`src/rtl/core/i2c_rm_pkg.sv`:
```
`timescale 1ns / 1ps
// ----------------------------------------------------------------------------
// i2c_rm_pkg
// Shared types and constants of the I2C register master.
// ----------------------------------------------------------------------------
package i2c_rm_pkg;

	localparam int unsigned TIMEOUT_W = 10;
	localparam logic [TIMEOUT_W-1:0] ACK_TIMEOUT_RESET = 10'd800;
	localparam logic [7:0] MSB_MASK = 8'h80;

	localparam int unsigned QUEUE_DEPTH = 2;
	localparam int unsigned QUEUE_AW = (QUEUE_DEPTH > 1) ? $clog2(QUEUE_DEPTH) : 1;
	localparam int unsigned QUEUE_CW = $clog2(QUEUE_DEPTH + 1);

	// request codes on the input channel
	localparam logic [1:0] REQ_TICK  = 2'd0;
	localparam logic [1:0] REQ_WRITE = 2'd1;
	localparam logic [1:0] REQ_READ  = 2'd2;

	typedef enum logic [1:0] {
		KIND_TICK,
		KIND_WRITE,
		KIND_READ,
		KIND_NONE
	} kind_t;

	typedef enum logic [3:0] {
		PH_IDLE,
		PH_START,
		PH_TX_SLAVE,
		PH_AK_SLAVE,
		PH_TX_REG,
		PH_AK_REG,
		PH_TX_DATA,
		PH_AK_DATA,
		PH_RESTART,
		PH_TX_SLAVE_RD,
		PH_AK_SLAVE_RD,
		PH_RX,
		PH_NACK,
		PH_STOP_OK,
		PH_STOP_FAIL
	} phase_t;

	typedef struct packed {
		kind_t      kind;
		logic       sda;
		logic [7:0] slave;
		logic [7:0] regaddr;
		logic [7:0] data;
	} item_t;

	typedef struct packed {
		logic  valid;
		item_t item;
	} push_t;

endpackage

```
`src/rtl/core/i2c_rm_channels.sv`:
```
`timescale 1ns / 1ps
// ----------------------------------------------------------------------------
// i2c_rm channels
// Request and result channels with valid/ready handshake.
// ----------------------------------------------------------------------------
interface i2c_rm_req_if;
	logic       valid;
	logic       ready;
	logic [1:0] req_type;
	logic       sda_in;
	logic [7:0] dev_addr;
	logic [7:0] reg_index;
	logic [7:0] write_data;

	modport source(output valid, req_type, sda_in, dev_addr, reg_index, write_data,
		input ready);
	modport sink(input valid, req_type, sda_in, dev_addr, reg_index, write_data,
		output ready);
	modport mon(input valid, ready, req_type, sda_in, dev_addr, reg_index, write_data);
endinterface

interface i2c_rm_res_if;
	logic       valid;
	logic       ready;
	logic       scl_level;
	logic       sda_level;
	logic       busy_res;
	logic       done_res;
	logic       ack_ok;
	logic [7:0] read_data;

	modport source(output valid, scl_level, sda_level, busy_res, done_res, ack_ok,
		read_data, input ready);
	modport sink(input valid, scl_level, sda_level, busy_res, done_res, ack_ok,
		read_data, output ready);
	modport mon(input valid, ready, scl_level, sda_level, busy_res, done_res, ack_ok,
		read_data);
endinterface

```
`src/rtl/core/i2c_rm_front.sv`:
```
`timescale 1ns / 1ps
// ----------------------------------------------------------------------------
// i2c_rm_front
// Accepts request items and classifies them for the bus sequencer.
// ----------------------------------------------------------------------------
module i2c_rm_front (
	i2c_rm_req_if.sink     req_ch,
	output i2c_rm_pkg::push_t push,
	input  logic           push_ready
);

	i2c_rm_pkg::kind_t kind;

	always_comb begin
		unique case (req_ch.req_type)
			i2c_rm_pkg::REQ_TICK:  kind = i2c_rm_pkg::KIND_TICK;
			i2c_rm_pkg::REQ_WRITE: kind = i2c_rm_pkg::KIND_WRITE;
			i2c_rm_pkg::REQ_READ:  kind = i2c_rm_pkg::KIND_READ;
			default:               kind = i2c_rm_pkg::KIND_NONE;
		endcase
	end

	assign req_ch.ready      = push_ready;
	assign push.valid        = req_ch.valid;
	assign push.item.kind    = kind;
	assign push.item.sda     = req_ch.sda_in;
	assign push.item.slave   = req_ch.dev_addr;
	assign push.item.regaddr = req_ch.reg_index;
	assign push.item.data    = req_ch.write_data;

endmodule

```
`src/rtl/core/i2c_rm_queue.sv`:
```
`timescale 1ns / 1ps
// ----------------------------------------------------------------------------
// i2c_rm_queue
// Short FIFO of classified items between front and sequencer.
// ----------------------------------------------------------------------------
module i2c_rm_queue (
	input  logic                  clk,
	input  logic                  arst_n,
	input  i2c_rm_pkg::push_t     push,
	output logic                  push_ready,
	output logic                  pop_valid,
	output i2c_rm_pkg::item_t     pop_item,
	input  logic                  pop_ready
);

	i2c_rm_pkg::item_t mem_q [i2c_rm_pkg::QUEUE_DEPTH];
	logic [i2c_rm_pkg::QUEUE_AW-1:0] wr_ptr_q;
	logic [i2c_rm_pkg::QUEUE_AW-1:0] rd_ptr_q;
	logic [i2c_rm_pkg::QUEUE_CW-1:0] count_q;
	logic do_push;
	logic do_pop;

	assign push_ready = (count_q != i2c_rm_pkg::QUEUE_CW'(i2c_rm_pkg::QUEUE_DEPTH));
	assign pop_valid  = (count_q != '0);
	assign pop_item   = mem_q[rd_ptr_q];
	assign do_push    = push.valid && push_ready;
	assign do_pop     = pop_valid && pop_ready;

	always_ff @(posedge clk) begin
		if (do_push) begin
			mem_q[wr_ptr_q] <= push.item;
		end
	end

	always_ff @(posedge clk or negedge arst_n) begin
		if (!arst_n) begin
			wr_ptr_q <= '0;
			rd_ptr_q <= '0;
			count_q  <= '0;
		end else begin
			if (do_push) begin
				wr_ptr_q <= (wr_ptr_q == i2c_rm_pkg::QUEUE_AW'(i2c_rm_pkg::QUEUE_DEPTH - 1))
					? '0 : wr_ptr_q + 1'b1;
			end
			if (do_pop) begin
				rd_ptr_q <= (rd_ptr_q == i2c_rm_pkg::QUEUE_AW'(i2c_rm_pkg::QUEUE_DEPTH - 1))
					? '0 : rd_ptr_q + 1'b1;
			end
			if (do_push && !do_pop) begin
				count_q <= count_q + 1'b1;
			end else if (do_pop && !do_push) begin
				count_q <= count_q - 1'b1;
			end
		end
	end

endmodule

```
`src/rtl/core/i2c_rm_back.sv`:
```
`timescale 1ns / 1ps
// ----------------------------------------------------------------------------
// i2c_rm_back
// Bus phase sequencer: one item per cycle unless the result register is stalled, registered result stage.
// ----------------------------------------------------------------------------
module i2c_rm_back (
	input  logic                                clk,
	input  logic                                arst_n,
	input  logic                                cfg_we,
	input  logic [i2c_rm_pkg::TIMEOUT_W-1:0]    cfg_wdata,
	input  logic                                pop_valid,
	input  i2c_rm_pkg::item_t                   pop_item,
	output logic                                pop_ready,
	i2c_rm_res_if.source                        res_ch
);

	i2c_rm_pkg::phase_t phase_q, phase_d;
	logic [1:0] sub_q, sub_d;
	logic [3:0] bit_q, bit_d;
	logic [7:0] shift_q, shift_d;
	logic [i2c_rm_pkg::TIMEOUT_W-1:0] wait_q, wait_d;
	logic [i2c_rm_pkg::TIMEOUT_W-1:0] timeout_q;
	logic [7:0] slave_q, slave_d;
	logic [7:0] regaddr_q, regaddr_d;
	logic [7:0] data_q, data_d;
	logic is_read_q, is_read_d;
	logic [3:0] bit_inc;
	logic done_d, ok_d;
	logic [7:0] rd_d;
	logic scl_d, sda_d;
	logic fire;

	logic       valid_q;
	logic       scl_q, sda_q, busy_q, done_q, ok_q;
	logic [7:0] rd_q;

	assign pop_ready = !valid_q || res_ch.ready;
	assign fire      = pop_valid && pop_ready;
	assign bit_inc   = bit_q + 4'd1;

	always_comb begin
		phase_d   = phase_q;
		sub_d     = sub_q;
		bit_d     = bit_q;
		shift_d   = shift_q;
		wait_d    = wait_q;
		slave_d   = slave_q;
		regaddr_d = regaddr_q;
		data_d    = data_q;
		is_read_d = is_read_q;
		done_d    = 1'b0;
		ok_d      = 1'b0;
		rd_d      = '0;

		unique case (pop_item.kind) inside
			i2c_rm_pkg::KIND_WRITE, i2c_rm_pkg::KIND_READ: begin
				// commands while busy are dropped
				if (phase_q == i2c_rm_pkg::PH_IDLE) begin
					slave_d   = pop_item.slave;
					regaddr_d = pop_item.regaddr;
					data_d    = pop_item.data;
					is_read_d = (pop_item.kind == i2c_rm_pkg::KIND_READ);
					phase_d   = i2c_rm_pkg::PH_START;
					sub_d     = 2'd0;
					wait_d    = '0;
				end
			end
			i2c_rm_pkg::KIND_TICK: begin
				unique case (phase_q) inside
					i2c_rm_pkg::PH_START: begin
						if (sub_q == 2'd0) begin
							sub_d = 2'd1;
						end else begin
							phase_d = i2c_rm_pkg::PH_TX_SLAVE;
							sub_d   = 2'd0;
							bit_d   = '0;
							shift_d = slave_q;
						end
					end
					i2c_rm_pkg::PH_RESTART: begin
						if (sub_q != 2'd2) begin
							sub_d = sub_q + 2'd1;
						end else begin
							phase_d = i2c_rm_pkg::PH_TX_SLAVE_RD;
							sub_d   = 2'd0;
							bit_d   = '0;
							shift_d = slave_q + 8'd1;
						end
					end
					i2c_rm_pkg::PH_TX_SLAVE, i2c_rm_pkg::PH_TX_REG,
					i2c_rm_pkg::PH_TX_DATA, i2c_rm_pkg::PH_TX_SLAVE_RD: begin
						if (sub_q == 2'd0) begin
							sub_d = 2'd1;
						end else begin
							shift_d = {shift_q[6:0], 1'b0};
							bit_d   = bit_inc;
							sub_d   = 2'd0;
							if (bit_inc[3]) begin
								bit_d  = '0;
								wait_d = '0;
								unique case (phase_q) inside
									i2c_rm_pkg::PH_TX_SLAVE: phase_d = i2c_rm_pkg::PH_AK_SLAVE;
									i2c_rm_pkg::PH_TX_REG:   phase_d = i2c_rm_pkg::PH_AK_REG;
									i2c_rm_pkg::PH_TX_DATA:  phase_d = i2c_rm_pkg::PH_AK_DATA;
									default:                 phase_d = i2c_rm_pkg::PH_AK_SLAVE_RD;
								endcase
							end
						end
					end
					i2c_rm_pkg::PH_AK_SLAVE, i2c_rm_pkg::PH_AK_REG,
					i2c_rm_pkg::PH_AK_DATA, i2c_rm_pkg::PH_AK_SLAVE_RD: begin
						if (sub_q == 2'd0) begin
							sub_d = 2'd1;
						end else if (!pop_item.sda) begin
							wait_d = '0;
							sub_d  = 2'd0;
							unique case (phase_q) inside
								i2c_rm_pkg::PH_AK_SLAVE: begin
									phase_d = i2c_rm_pkg::PH_TX_REG;
									bit_d   = '0;
									shift_d = regaddr_q;
								end
								i2c_rm_pkg::PH_AK_REG: begin
									if (is_read_q) begin
										phase_d = i2c_rm_pkg::PH_RESTART;
									end else begin
										phase_d = i2c_rm_pkg::PH_TX_DATA;
										bit_d   = '0;
										shift_d = data_q;
									end
								end
								i2c_rm_pkg::PH_AK_DATA: begin
									phase_d = i2c_rm_pkg::PH_STOP_OK;
								end
								default: begin
									phase_d = i2c_rm_pkg::PH_RX;
									bit_d   = '0;
									shift_d = '0;
								end
							endcase
						end else if (wait_q < timeout_q) begin
							wait_d = wait_q + 1'b1;
						end else begin
							// no ACK in time: abort with a stop
							wait_d  = '0;
							phase_d = i2c_rm_pkg::PH_STOP_FAIL;
							sub_d   = 2'd0;
						end
					end
					i2c_rm_pkg::PH_RX: begin
						if (sub_q == 2'd0) begin
							sub_d = 2'd1;
						end else begin
							shift_d = {shift_q[6:0], pop_item.sda};
							bit_d   = bit_inc;
							sub_d   = 2'd0;
							if (bit_inc[3]) begin
								phase_d = i2c_rm_pkg::PH_NACK;
								bit_d   = '0;
							end
						end
					end
					i2c_rm_pkg::PH_NACK: begin
						if (sub_q == 2'd0) begin
							sub_d = 2'd1;
						end else begin
							phase_d = i2c_rm_pkg::PH_STOP_OK;
							sub_d   = 2'd0;
						end
					end
					i2c_rm_pkg::PH_STOP_OK, i2c_rm_pkg::PH_STOP_FAIL: begin
						if (sub_q == 2'd0) begin
							sub_d = 2'd1;
						end else begin
							done_d  = 1'b1;
							ok_d    = (phase_q == i2c_rm_pkg::PH_STOP_OK);
							rd_d    = (ok_d && is_read_q) ? shift_q : 8'd0;
							phase_d = i2c_rm_pkg::PH_IDLE;
							sub_d   = 2'd0;
							bit_d   = '0;
						end
					end
					default: begin
						phase_d = i2c_rm_pkg::PH_IDLE;
						sub_d   = 2'd0;
					end
				endcase
			end
			default: begin
			end
		endcase
	end

	// drive levels of the phase being entered
	always_comb begin
		scl_d = 1'b1;
		sda_d = 1'b1;
		unique case (phase_d) inside
			i2c_rm_pkg::PH_START: begin
				sda_d = (sub_d == 2'd0);
			end
			i2c_rm_pkg::PH_RESTART: begin
				scl_d = (sub_d != 2'd0);
				sda_d = (sub_d != 2'd2);
			end
			i2c_rm_pkg::PH_TX_SLAVE, i2c_rm_pkg::PH_TX_REG,
			i2c_rm_pkg::PH_TX_DATA, i2c_rm_pkg::PH_TX_SLAVE_RD: begin
				scl_d = (sub_d != 2'd0);
				sda_d = ((shift_d & i2c_rm_pkg::MSB_MASK) != 8'd0);
			end
			i2c_rm_pkg::PH_AK_SLAVE, i2c_rm_pkg::PH_AK_REG, i2c_rm_pkg::PH_AK_DATA,
			i2c_rm_pkg::PH_AK_SLAVE_RD, i2c_rm_pkg::PH_RX, i2c_rm_pkg::PH_NACK: begin
				scl_d = (sub_d != 2'd0);
			end
			i2c_rm_pkg::PH_STOP_OK, i2c_rm_pkg::PH_STOP_FAIL: begin
				scl_d = (sub_d != 2'd0);
				sda_d = 1'b0;
			end
			default: begin
			end
		endcase
	end

	always_ff @(posedge clk or negedge arst_n) begin
		if (!arst_n) begin
			timeout_q <= i2c_rm_pkg::ACK_TIMEOUT_RESET;
		end else if (cfg_we) begin
			timeout_q <= cfg_wdata;
		end
	end

	always_ff @(posedge clk or negedge arst_n) begin
		if (!arst_n) begin
			phase_q   <= i2c_rm_pkg::PH_IDLE;
			sub_q     <= '0;
			bit_q     <= '0;
			shift_q   <= '0;
			wait_q    <= '0;
			slave_q   <= '0;
			regaddr_q <= '0;
			data_q    <= '0;
			is_read_q <= 1'b0;
		end else if (fire) begin
			phase_q   <= phase_d;
			sub_q     <= sub_d;
			bit_q     <= bit_d;
			shift_q   <= shift_d;
			wait_q    <= wait_d;
			slave_q   <= slave_d;
			regaddr_q <= regaddr_d;
			data_q    <= data_d;
			is_read_q <= is_read_d;
		end
	end

	// result register: hold while the sink stalls
	always_ff @(posedge clk or negedge arst_n) begin
		if (!arst_n) begin
			valid_q <= 1'b0;
		end else if (pop_ready) begin
			valid_q <= pop_valid;
		end
	end

	always_ff @(posedge clk) begin
		if (fire) begin
			scl_q  <= scl_d;
			sda_q  <= sda_d;
			busy_q <= (phase_d != i2c_rm_pkg::PH_IDLE);
			done_q <= done_d;
			ok_q   <= ok_d;
			rd_q   <= rd_d;
		end
	end

	assign res_ch.valid     = valid_q;
	assign res_ch.scl_level = scl_q;
	assign res_ch.sda_level = sda_q;
	assign res_ch.busy_res  = busy_q;
	assign res_ch.done_res  = done_q;
	assign res_ch.ack_ok    = ok_q;
	assign res_ch.read_data = rd_q;

endmodule

```
`src/rtl/core/i2c_register_master.sv`:
```
`timescale 1ns / 1ps
// ----------------------------------------------------------------------------
// i2c_register_master
// I2C master for single-register writes and reads, one bus step per tick item.
// ----------------------------------------------------------------------------
// A result passes through the queue and then the result register after its item is accepted.
// Throughput: one item per cycle unless the result register is stalled, set by the phase sequencer.
// The two-entry queue lets the front accept while the result register is stalled.
// Reset: bus released (idle phase), ack_timeout back to 800, queue and result empty.
module i2c_register_master (
	input  logic                              clk,
	input  logic                              arst_n,
	input  logic                              cfg_we,
	input  logic [i2c_rm_pkg::TIMEOUT_W-1:0]  cfg_wdata,
	i2c_rm_req_if.sink                        req_ch,
	i2c_rm_res_if.source                      res_ch
);

	i2c_rm_pkg::push_t push;
	logic              push_ready;
	logic              pop_valid;
	i2c_rm_pkg::item_t pop_item;
	logic              pop_ready;

	i2c_rm_front u_front (
		.req_ch     (req_ch),
		.push       (push),
		.push_ready (push_ready)
	);

	i2c_rm_queue u_queue (
		.clk        (clk),
		.arst_n     (arst_n),
		.push       (push),
		.push_ready (push_ready),
		.pop_valid  (pop_valid),
		.pop_item   (pop_item),
		.pop_ready  (pop_ready)
	);

	i2c_rm_back u_back (
		.clk        (clk),
		.arst_n     (arst_n),
		.cfg_we     (cfg_we),
		.cfg_wdata  (cfg_wdata),
		.pop_valid  (pop_valid),
		.pop_item   (pop_item),
		.pop_ready  (pop_ready),
		.res_ch     (res_ch)
	);

endmodule

```
`src/flat_wrapper.sv`:
```
// flat-port wrapper written by rule: the top's interface ports become plain ports
module i2c_register_master_flat 
  (clk, arst_n, cfg_we, cfg_wdata, req_ch_valid, req_ch_req_type, req_ch_sda_in, req_ch_dev_addr, req_ch_reg_index, req_ch_write_data, req_ch_ready, res_ch_valid, res_ch_scl_level, res_ch_sda_level, res_ch_busy_res, res_ch_done_res, res_ch_ack_ok, res_ch_read_data, res_ch_ready);
  i2c_rm_req_if req_ch_i ();
  i2c_rm_res_if res_ch_i ();
  input  logic clk;
  input  logic arst_n;
  input  logic cfg_we;
  input  logic [i2c_rm_pkg::TIMEOUT_W-1:0] cfg_wdata;
  input wire logic [$bits(req_ch_i.valid)-1:0] req_ch_valid;
  input wire logic [$bits(req_ch_i.req_type)-1:0] req_ch_req_type;
  input wire logic [$bits(req_ch_i.sda_in)-1:0] req_ch_sda_in;
  input wire logic [$bits(req_ch_i.dev_addr)-1:0] req_ch_dev_addr;
  input wire logic [$bits(req_ch_i.reg_index)-1:0] req_ch_reg_index;
  input wire logic [$bits(req_ch_i.write_data)-1:0] req_ch_write_data;
  output wire logic [$bits(req_ch_i.ready)-1:0] req_ch_ready;
  output wire logic [$bits(res_ch_i.valid)-1:0] res_ch_valid;
  output wire logic [$bits(res_ch_i.scl_level)-1:0] res_ch_scl_level;
  output wire logic [$bits(res_ch_i.sda_level)-1:0] res_ch_sda_level;
  output wire logic [$bits(res_ch_i.busy_res)-1:0] res_ch_busy_res;
  output wire logic [$bits(res_ch_i.done_res)-1:0] res_ch_done_res;
  output wire logic [$bits(res_ch_i.ack_ok)-1:0] res_ch_ack_ok;
  output wire logic [$bits(res_ch_i.read_data)-1:0] res_ch_read_data;
  input wire logic [$bits(res_ch_i.ready)-1:0] res_ch_ready;
  assign req_ch_i.valid = req_ch_valid;
  assign req_ch_i.req_type = req_ch_req_type;
  assign req_ch_i.sda_in = req_ch_sda_in;
  assign req_ch_i.dev_addr = req_ch_dev_addr;
  assign req_ch_i.reg_index = req_ch_reg_index;
  assign req_ch_i.write_data = req_ch_write_data;
  assign req_ch_ready = req_ch_i.ready;
  assign res_ch_valid = res_ch_i.valid;
  assign res_ch_scl_level = res_ch_i.scl_level;
  assign res_ch_sda_level = res_ch_i.sda_level;
  assign res_ch_busy_res = res_ch_i.busy_res;
  assign res_ch_done_res = res_ch_i.done_res;
  assign res_ch_ack_ok = res_ch_i.ack_ok;
  assign res_ch_read_data = res_ch_i.read_data;
  assign res_ch_i.ready = res_ch_ready;
  i2c_register_master u_core (.clk(clk), .arst_n(arst_n), .cfg_we(cfg_we), .cfg_wdata(cfg_wdata), .req_ch(req_ch_i), .res_ch(res_ch_i));
endmodule
```
`config.mk`:
```
export PLATFORM = sky130hd
export DESIGN_NAME = i2c_register_master_flat
export DESIGN_NICKNAME = d
export VERILOG_FILES = /design/src/rtl/core/i2c_rm_pkg.sv /design/src/rtl/core/i2c_rm_channels.sv /design/src/rtl/core/i2c_rm_front.sv /design/src/rtl/core/i2c_rm_queue.sv /design/src/rtl/core/i2c_rm_back.sv /design/src/rtl/core/i2c_register_master.sv /design/src/flat_wrapper.sv
export SDC_FILE = /design/constraint.sdc
export NUM_CORES = 1
export LEC_CHECK = 0
export ABC_AREA = 1
export BUFFER_PORTS_ARGS = -buffer_cell sky130_fd_sc_hd__buf_2
export CAP_MARGIN = 20
export CORE_MARGIN = 3
export CORE_UTILIZATION = 51
export DETAILED_ROUTE_END_ITERATION = 12
export MAX_ROUTING_LAYER = met4
export PLACE_DENSITY = 0.83
export SYNTH_ARGS = -nofsm -noshare
export SYNTH_HDL_FRONTEND = slang
export SYNTH_HIERARCHICAL = 1
export SYNTH_SLANG_ARGS = --single-unit
```
`constraint.sdc`:
```
create_clock -name clk -period 2.35 [get_ports clk]
set_clock_uncertainty 0.1 [all_clocks]
set_input_delay 0.235 -clock clk [delete_from_list [all_inputs] [get_ports clk]]
set_output_delay 0.235 -clock clk [all_outputs]
set_load 0.01 [all_outputs]
```
Word level (Yosys, flattened, before mapping)
Memory sizes are Yosys's and may differ from the RTL's.
Index checks and enable logic that the tools add are counted.
- bits in registers: 81
- latch bits: 0
- RAM bits: 54
- memory bits (read-only): 0
- word-level logic and storage cells: 183
- memories kept: 1
- add/subtract/negate cells: 8
- multipliers: 0
- div/mod/pow operators: 0
- $lt $le $gt $ge: 1
- eq/ne operators: 50
- shift-type cells: 0
- mux-type cells: 61
- bitwise logic cells: 3
- reductions and logical operators: 38
- memories (memory ; depth ; bits a word ; rd ports ; clocked after Yosys merged registers in ; write ports ; line ; source):
    u_core.u_queue.mem_q ; 2 ; 27 ; 1 ; 0 ; 1 ; i2c_rm_queue.sv:16 ; i2c_rm_pkg::item_t mem_q [i2c_rm_pkg::QUEUE_DEPTH];
- operators with widths (cell ; count):
    $mux 4 ; 19
    $mux 8 ; 8
    $mux 10 ; 6
    $eq 4x4->1 const B ; 14
    $pmux 10 s2 ; 2
    $pmux 8 s5 ; 1
    $eq 4x3->1 const B ; 8
    $pmux 4 s7 ; 1
    $ne 2x2->1 const B ; 13
    $pmux 4 s3 ; 2
    $pmux 8 s3 ; 1
    $eq 4x2->1 const B ; 4
    $pmux 4 s2 ; 2
    $pmux 4 s4 ; 1
    $reduce_or 4->1 ; 4
    $mux 2 ; 7
    $reduce_or 13->1 ; 1
    $ne 3x3->1 const B ; 4
    $pmux 2 s3 ; 2
    $reduce_and 11->1 ; 1
    $add 10x1->10 const B ; 1
    $lt 10x10->1 ; 1
    $reduce_and 10->1 ; 1
    $reduce_or 9->1 ; 1
    28 further kinds ; 56

Longest topological paths before layout
Gate-level depths: netlist (run 1).
- word-level depth: 9
- depth in mapped cells: 20

By module
The synthesis (run 1) kept the hierarchy.
- modules (own cells, without submodules) (module ; times used ; cells an instance ; area each (um^2)):
    i2c_rm_back ; 1 ; 610 ; 4580.6
    i2c_rm_queue ; 1 ; 169 ; 2227.1
    i2c_rm_front ; 1 ; 29 ; 210.2

Least setup slack after synthesis (run 1)
OpenSTA, ideal clock, no wires.
- path kind: flip-flop to flip-flop
- start point: register u_core.u_queue.rd_ptr_q
- end point: register u_core.u_back.sda_q (netlist: u_core/u_back/res_ch.sda_level) (data pin)
- setup time: 254 ps
- arrival: 2111 ps
- data required time: 1996 ps
- setup slack: -115 ps
- cell stages (with the launch flop): 17
- path buffers: 1
- path through: dfrtp_1 -> inv_2 -> buf_6 -> nand2_1 -> nand2_1 -> inv_1 -> ha_1 -> nor2_1 -> inv_1 -> o21ai_1 -> nor2_1 -> a31oi_1 -> nand2_1 -> nand4_1 -> nand2_1 -> nor2_1 -> nand2_1
- RTL lines (element ; line ; source):
    start: declaration ; i2c_rm_queue.sv:18 ; logic [i2c_rm_pkg::QUEUE_AW-1:0] rd_ptr_q;
    start signal: assignment ; i2c_rm_queue.sv:46 ; rd_ptr_q <= (rd_ptr_q == i2c_rm_pkg::QUEUE_AW'(i2c_rm_pkg::QUEUE_DEPTH - 1))
    end signal: assignment ; i2c_rm_back.sv:268 ; sda_q <= sda_d;
    end: declaration ; i2c_rm_back.sv:34 ; logic scl_q, sda_q, busy_q, done_q, ok_q;

Final worst setup path (run 1)
- start point: register u_core/u_back/timeout_q[5] in the netlist's numbering
- end point: register u_core.u_back.sda_q (netlist: u_core/u_back/res_ch.sda_level) (data pin)
- word-level cells in the longest chain between the ends: 9
- elaborated cells on any way between the ends: 24
- ends and longest elaborated chain (element ; line ; source):
    start: declaration ; i2c_rm_back.sv:22 ; logic [i2c_rm_pkg::TIMEOUT_W-1:0] timeout_q;
    start signal: assignment ; i2c_rm_back.sv:226 ; timeout_q <= i2c_rm_pkg::ACK_TIMEOUT_RESET;
    start signal: assignment ; i2c_rm_back.sv:228 ; timeout_q <= cfg_wdata;
    $lt 10x10->1 * ; i2c_rm_back.sv:141 ; end else if (wait_q < timeout_q) begin
    $mux 4 ; i2c_rm_back.sv:141 ;
    $mux 4 ; i2c_rm_back.sv:114 ; end else if (!pop_item.sda) begin
    $mux 4 ; i2c_rm_back.sv:112 ; if (sub_q == 2'd0) begin
    $pmux 4 s7 ; i2c_rm_back.sv:69 ; unique case (phase_q) inside
    $pmux 4 s2 ; i2c_rm_back.sv:55 ; unique case (pop_item.kind) inside
    $eq 4x2->1 (no source line), or another cell as far along ; - ;
    $reduce_or 4->1 or $reduce_or 2->1 (tied branches) ; i2c_rm_back.sv:198 ; unique case (phase_d) inside
    $pmux 1 s4 * ; i2c_rm_back.sv:198 ;
    named net u_core.u_back.sda_d ; i2c_rm_back.sv:30 ; logic scl_d, sda_d;
Mark *: on every way through the listed nets, which the timed path passes. The rest lies on a longest branch.
A chain may end at the register's enable or synchronous reset.

==> metrics.cfg, run 1 <==
[logic_synthesis]
ys_types=48
syn_nets=866
syn_area_per_cell_sq_um=8.69
synth_edf_count=67
ys_seq_area_share_pct=52.6
synth_cells=808
async_flop_share_pct=50.0
synthFlopType=edfxtp_1
synth.cell_area_sq_um=7020
yosysWarningCount=6
ys_ff_latch=134

[worst_setup_path]
path_class=register to register
path_cells=inv_2 -> ha_4 -> nand2_4 -> nor2_2 -> nand3_4 -> nand4_1 -> nand2_1 -> nand2_1 -> nand2_2 -> nand3_4 -> nand3_1 -> nand3_2 -> nor2_1 -> nor2_1 -> nand2_1
worstPathArrival_ps=2590
critPathMaxStageDelay_ps=530
worst_setup_path_end_kind=register
cp_slowest_cell=dfstp_2
path_common_cell=nand2_1
required_ps=2420
timing.critical_path.buf_inv=1
critical_path.max_fanout=5
critPathLaunchType=register
cpLargestDelayFamily=simple AND/OR/NAND/NOR gates

[sta]
worst_pin_slew_ps=543
setup_viol=3
timing.setup.tns_ps=-313
min_period_ps=2520
drv_slew=0
rsz0062_at_grt=true
clock.fmax_mhz=398
finalHoldViolCount=0
slew-limit-headroom_pct=63.8
min_period_over_period_pct=107
setup_ws_ps=-165

[place]
post-place-ws_ps=-160
place_area_sq_um=7810
place_congestion=0.978
dp_hpwl_microns=11100
io_buffers=56

[route]
avgRoutedWirePerCell_microns=15.6
routed_wl_microns=17900
drt_pass1_iterations=8
via_count=6059
drt_iter0_drc=495
viasPerCell=5.30
antenna_left=0
drcViolationCount=0

[layout]
design_area_sq_um=9110
register_area_sq_um=3700
fillers=981
layout.cells.most_common_list=nand2_1 (207), inv_1 (87), nor2_1 (78)
syn_to_final_growth_pct=29.9
final_common_cell=nand2_1
multi_input_area_sq_um=2870
drive_gt1_share_pct=28.0
nets=1013
diodes=0

[die]
die_w_microns=123
die_y_microns=123
initial_utilization_pct=52.6
rows=42
io_pins=57
die_area_sq_um=15200
coreArea_sq_um=13300

[power_and_ir_drop]
p_int_uw=6720
p_total_uw=11000
switchingPower_uw=4270
power_frac_seq_pct=32.7
comb_power_share_pct=43.3
ir_worst_vdd_mv=0.721
leakagePower_uw=0.00421
p_clk_share_pct=23.9
power_density_nw_per_um2=1210
swShare_pct=38.8

[run_status]
status=finished with violations
violations=setup timing

[clocking]
cts_tree=built
clk_pin_slew_worst_paths_ps=60
worstSkewPairLatency_ps=420
cts-root-buf=clkbuf_16
clock_sinks=134
cts_max_level=4
cts_buffers=17
clockBufferDepth=2

[global_route]
grt_start_max_net_pins=45
gr-total-overflow=0
antenna_found_initial=0
grt_pass1_wl_microns=28500
grt_pass1_vias=5937
track_usage_pct=25.0

[min_path]
hp-class=input pin to register

[job]
cap_violations=0

-- final cells by class --
| cell class | instances | share of cell area, % |
|---|---|---|
| flip-flops and latches | 134 | 40.6 |
| multi-input cells | 519 | 31.4 |
| repair buffers | 174 | 14.6 |
| clock buffers | 19 | 4.86 |
| inverters | 109 | 4.54 |
| well taps | 176 | 2.42 |
| clock inverters | 13 | 1.61 |
-- timing repair --
item / CTS / global route
hold buffers: 38 / 0
pin swaps: 20 / 20
resized for setup: 34 / 46
setup endpoints to repair: 11 / 20
buffers inserted: 4 / 3
endpoints found under the hold margin: 85 / 0
-- sequential cells by signal (all words and copies together) (netlist names), 2 cells and up --
| register | flops |
|---|---|
| u_core/u_back/sub_q | 2 |
| u_core/u_back/data_q | 8 |
| u_core/u_back/shift_q | 8 |
| u_core/u_back/phase_q | 4 |
| u_core/u_back/regaddr_q | 8 |
| u_core/u_back/bit_q | 3 |
| u_core/u_queue/mem_q | 54 |
| u_core/u_back/slave_q | 8 |
| u_core/u_back/timeout_q | 10 |
| u_core/u_back/res_ch.read_data | 8 |
| u_core/u_back/wait_q | 10 |
| u_core/u_queue/count_q | 2 |
-- metrics by stage --
stage	std cells	hold slack [ps]	util (%)
2_1_floorplan	808	-161	-
3_3_place_gp	1068	142	58.5
3_5_place_dp	1068	147	58.5
4_1_cts	1142	44.5	67.0
5_1_grt	1144	63.3	68.3
6_report	1144	69.8	68.3
-- routing by layer --
layer	share of wire (%)	GRT usage, %
met2	49	40.2
met1	42	31.5
met5	0	-
met3	5.5	3.98
met4	2.6	10.7
-- cell families (layout without fill, tap and decap cells) --
logic type,after synthesis,in the layout,synth area share [%]
flops,134,134,52.6
mux,7,7,1.12
simple gates,378,378,22.7
xor+xnor,3,3,0.374
fa+ha+maj,16,16,2.85
compound gates,115,115,9.77
buf+inv,155,315,10.6
-- tightest hold or removal path, stage by stage --
cell     delay (ps)
buf_2           100
nand2_2         120
xor2_1           80
-- final timing paths --
check	start	end	slack (ps)	cells past startpoint
setup / recovery	u_core/u_back/timeout_q[5]$_DFFE_PN1P_	u_core/u_back/res_ch.sda_level$_DFFE_PP_	-170	15
hold / removal	req_ch_valid	u_core/u_queue/wr_ptr_q$_DFFE_PN0P_	70	3
setup reg to reg	u_core/u_back/timeout_q[5]$_DFFE_PN1P_	u_core/u_back/res_ch.sda_level$_DFFE_PP_	-170	15
hold reg to reg	u_core/u_back/regaddr_q[7]$_DFFE_PN0P_	u_core/u_back/regaddr_q[7]$_DFFE_PN0P_	410	1
max in group asynchronous	arst_n	u_core/u_back/shift_q[2]$_DFFE_PN0P_	1250	3
min in group asynchronous	arst_n	u_core/u_back/wait_q[1]$_DFFE_PN0P_	230	2
-- power groups by stage --
stage | Sequential (uW) | Clock, uW | Combinational (uW)
2_1_floorplan | 3560 | 0 | 2740
3_3_place_gp | 3570 | 0 | 4050
3_5_place_dp | 3600 | 0 | 4140
4_1_cts | 3570 | 2650 | 4400
5_1_grt | 3650 | 2770 | 5250
6_report | 3600 | 2630 | 4770
-- cells in the mapped netlist, types with 2 or more instances --
cell type,number,area share (%)
a21oi_1,41,2.9
edfxtp_1,67,29
nand3_2,3,0.43
buf_4,29,3.1
nand3_1,29,2.1
nand2_1,222,12
nand4_1,8,0.71
o21ai_0,40,2.9
nand3b_1,3,0.32
o21ai_1,3,0.21
mux2_2,7,1.1
o2111ai_1,5,0.62
ha_1,16,2.9
buf_2,2,0.14
o21ai_2,2,0.25
o211ai_1,3,0.32
clkbuf_1,10,0.53
nor2_1,86,4.6
buf_6,3,0.48
o22ai_1,8,0.71
inv_2,11,0.59
o311ai_0,2,0.25
nor2_2,5,0.45
dfstp_2,3,1.1
a22oi_1,2,0.21
nor2_4,2,0.32
nand2_2,9,0.80
inv_1,97,5.2
dfrtp_1,64,23
xnor2_1,2,0.25
nor3_1,7,0.50
Note: power is estimated with default switching activity, not from simulation.
==> run 2, diff against run 1 <==
--- a/config.mk
+++ b/config.mk
@@ -13,6 +13,7 @@
 export DETAILED_ROUTE_END_ITERATION = 12
 export MAX_ROUTING_LAYER = met4
 export PLACE_DENSITY = 0.83
+export SETUP_SLACK_MARGIN = 0.2
 export SYNTH_ARGS = -nofsm -noshare
 export SYNTH_HDL_FRONTEND = slang
 export SYNTH_HIERARCHICAL = 1
==> metrics.cfg, run 2 (synthesis results as in run 1) <==
[sta]
clock.fmax_mhz=392  ; was 398 MHz
worst_pin_slew_ps=389  ; was 543 ps
setup_viol=13  ; was 3
whs_ps=62.2  ; was 69.8 ps
min_period_ps=2550  ; was 2520 ps
finalHoldViolCount=0  ; unchanged
rsz0062_at_grt=true  ; unchanged
slew-limit-headroom_pct=73.7  ; was 63.8%
setup_ws_ps=-204  ; was -165 ps
min_period_over_period_pct=109  ; was 107%
drv_slew=0  ; unchanged

[die]
initial_utilization_pct=52.6  ; unchanged
die_area_sq_um=15200  ; unchanged
coreArea_sq_um=13300  ; unchanged
die_y_microns=123  ; unchanged
rows=42  ; unchanged
io_pins=57  ; unchanged
die_w_microns=123  ; unchanged

[route]
via_count=5914  ; was 6059
drt_pass1_iterations=6  ; was 8
drt_iter0_drc=470  ; was 495
antenna_left=0  ; unchanged
viasPerCell=5.18  ; was 5.30
avgRoutedWirePerCell_microns=15.1  ; was 15.6 microns
routed_wl_microns=17200  ; was 17900 microns
drcViolationCount=0  ; unchanged

[clocking]
cts_tree=built  ; unchanged
worstSkewPairLatency_ps=420  ; about the same
cts-root-buf=clkbuf_16  ; unchanged
cts_buffers=17  ; unchanged
clockBufferDepth=2  ; unchanged
clock_sinks=134  ; unchanged
cts_max_level=4  ; unchanged
clk_pin_slew_worst_paths_ps=60  ; about the same

[layout]
final_common_cell=nand2_1  ; unchanged
top_regs=u_core/u_queue/mem_q (54), u_core/u_back/timeout_q (10), u_core/u_back/wait_q (10)  ; unchanged
syn_to_final_growth_pct=30.4  ; was 29.9%
diodes=0  ; unchanged
fillers=980  ; was 981
nets=1010  ; was 1013
largest_register_ff_count=54  ; unchanged
layout.cells.most_common_list=nand2_1 (198), inv_1 (85), nor2_1 (76)  ; was nand2_1 (207), inv_1 (87), nor2_1 (78)
drive_gt1_share_pct=30.6  ; was 28.0%
largest_register=u_core/u_queue/mem_q  ; unchanged
final_util_pct=68.5  ; was 68.3%

[power_and_ir_drop]
ir_worst_vdd_mv=1.12  ; was 0.721 mV
power_density_nw_per_um2=1190  ; was 1210 nW/um^2
leakagePower_uw=0.00420  ; was 0.00421 uW

[global_route]
track_usage_pct=24.0  ; was 25.0%
antenna_found_initial=0  ; unchanged
grt_pass1_vias=5742  ; was 5937
grt_pass1_wl_microns=27300  ; was 28500 microns
gr-total-overflow=0  ; unchanged
grt_start_max_net_pins=45  ; unchanged

[min_path]
worstHoldStart=req_ch_valid  ; unchanged
hp-class=input pin to register  ; unchanged
hold_end=u_core/u_queue/wr_ptr_q$_DFFE_PN0P_  ; unchanged
holdPathStages=3  ; unchanged

[worst_setup_path]
path_class=register to register  ; unchanged
path_cells=inv_2 -> ha_4 -> a21oi_2 -> nand2_2 -> nand2_1 -> nand4_1 -> nand2_1 -> nand2_2 -> a21oi_4 -> nand3_4 -> inv_2 -> nand2_2 -> nand3_2 -> nor2_1 -> nor2_1 -> nand2_1  ; was inv_2 -> ha_4 -> nand2_4 -> nor2_2 -> nand3_4 -> nand4_1 -> nand2_1 -> nand2_1 -> nand2_2 -> nand3_4 -> nand3_1 -> nand3_2 -> nor2_1 -> nor2_1 -> nand2_1
cp_slowest_cell=dfstp_2  ; unchanged
worstPathArrival_ps=2630  ; was 2590 ps
timing.critical_path.buf_inv=2  ; was 1
r2r-end=u_core/u_back/res_ch.sda_level$_DFFE_PP_  ; unchanged
cpLargestDelayFamily=simple AND/OR/NAND/NOR gates  ; unchanged
required_ps=2430  ; was 2420 ps
r2r_slack_ps=-200  ; was -170 ps
critPathMaxStageDelay_ps=520  ; was 530 ps
worst_setup_path_end_kind=register  ; unchanged
reg2reg_depth=16  ; was 15
reg2reg_from=u_core/u_back/timeout_q[5]$_DFFE_PN1P_  ; unchanged
critPathLaunchType=register  ; unchanged
critical_path.max_fanout=3  ; was 5

[place]
place_congestion=0.967  ; was 0.978
io_buffers=56  ; unchanged
dp_hpwl_microns=10900  ; was 11100 microns

[run_status]
status=finished with violations  ; unchanged
violations=setup timing  ; unchanged

[job]
cap_violations=0  ; unchanged

run 2: cell types whose count changed in the layout (fill, tap and decap cells not counted), moves of 9 or more:
cell | before | now
buf_4 | 72 | 63
nand2_1 | 207 | 198
o21ai_1 | 3 | 12
o21ai_0 | 35 | 23
buf_6 | 4 | 13
nand2_2 | 19 | 29
run 2: per-layer routing:
metal / GRT usage [%] / part of all wire, % / vias to the layer above
met5: - / 0 / -
met4: 7.06 / 2.0 / 0
met3: 5.31 / 6.5 / 36
met2: 38.8 / 50 / 223
met1: 30.5 / 42 / 2757
li1: - / - / 2898
run 2: tightest hold or removal path: stages:
cell     delay [ps]
buf_2           110
nand2_2         110
xor2_1           80
run 2: cell type report:
class	instances	area, sq um	area share (%)
tap	176	220	2.41
clock inverter	14	115	1.26
clock buffer	18	439	4.80
multi-input combinational	519	2950	32.2
sequential	134	3700	40.4
inverter	109	425	4.65
timing repair buffer	171	1300	14.2
run 2: report_power, final:
part           internal (uW)  switching (uW)  leakage, uW
sequential              3240             342      0.00145
combinational           1920            2950      0.00247
clock                   1400            1060     0.000276
run 2: timing repair:
item | 4_1_cts | 5_1_grt
setup endpoints to repair | 25 | 36
endpoints found under the hold margin | 79 | 0
pin swaps | 15 | 26
resized for setup | 49 | 68
setup buffers | 2 | 13
gates cloned | 0 | 1
hold buffers | 38 | 0
run 2: worst max path at each step:
| stage | startpoint | to | slack, ps | depth (start not counted) |
|---|---|---|---|---|
| floorplan | u_core/u_back/timeout_q[8]$_DFFE_PN1P_ | u_core/u_back/res_ch.sda_level$_DFFE_PP_ | 70 | 18 |
| global placement | u_core/u_back/timeout_q[8]$_DFFE_PN1P_ | u_core/u_back/res_ch.sda_level$_DFFE_PP_ | -70 | 16 |
| detailed placement | u_core/u_back/timeout_q[8]$_DFFE_PN1P_ | u_core/u_back/res_ch.sda_level$_DFFE_PP_ | -160 | 16 |
| CTS | u_core/u_back/timeout_q[5]$_DFFE_PN1P_ | u_core/u_back/res_ch.sda_level$_DFFE_PP_ | -90 | 18 |
| global route | u_core/u_back/timeout_q[5]$_DFFE_PN1P_ | u_core/u_back/res_ch.sda_level$_DFFE_PP_ | -340 | 18 |
| finish | u_core/u_back/timeout_q[5]$_DFFE_PN1P_ | u_core/u_back/res_ch.sda_level$_DFFE_PP_ | -200 | 16 |
run 2: through the flow:
stage | setup TNS, ps | setup slack (ps) | area (sq um) | total power [uW] | instances
4_1_cts | -90.3 | -90.3 | 8850 | 10400 | 1127
3_3_place_gp | -110 | -66.6 | 7740 | 7550 | 1055
5_1_grt | -2070 | -340 | 9150 | 11700 | 1141
6_report | -1010 | -204 | 9150 | 10900 | 1141
3_5_place_dp | -891 | -164 | 7740 | 7650 | 1055
2_1_floorplan | 0 | 71.1 | 7110 | 6390 | 808
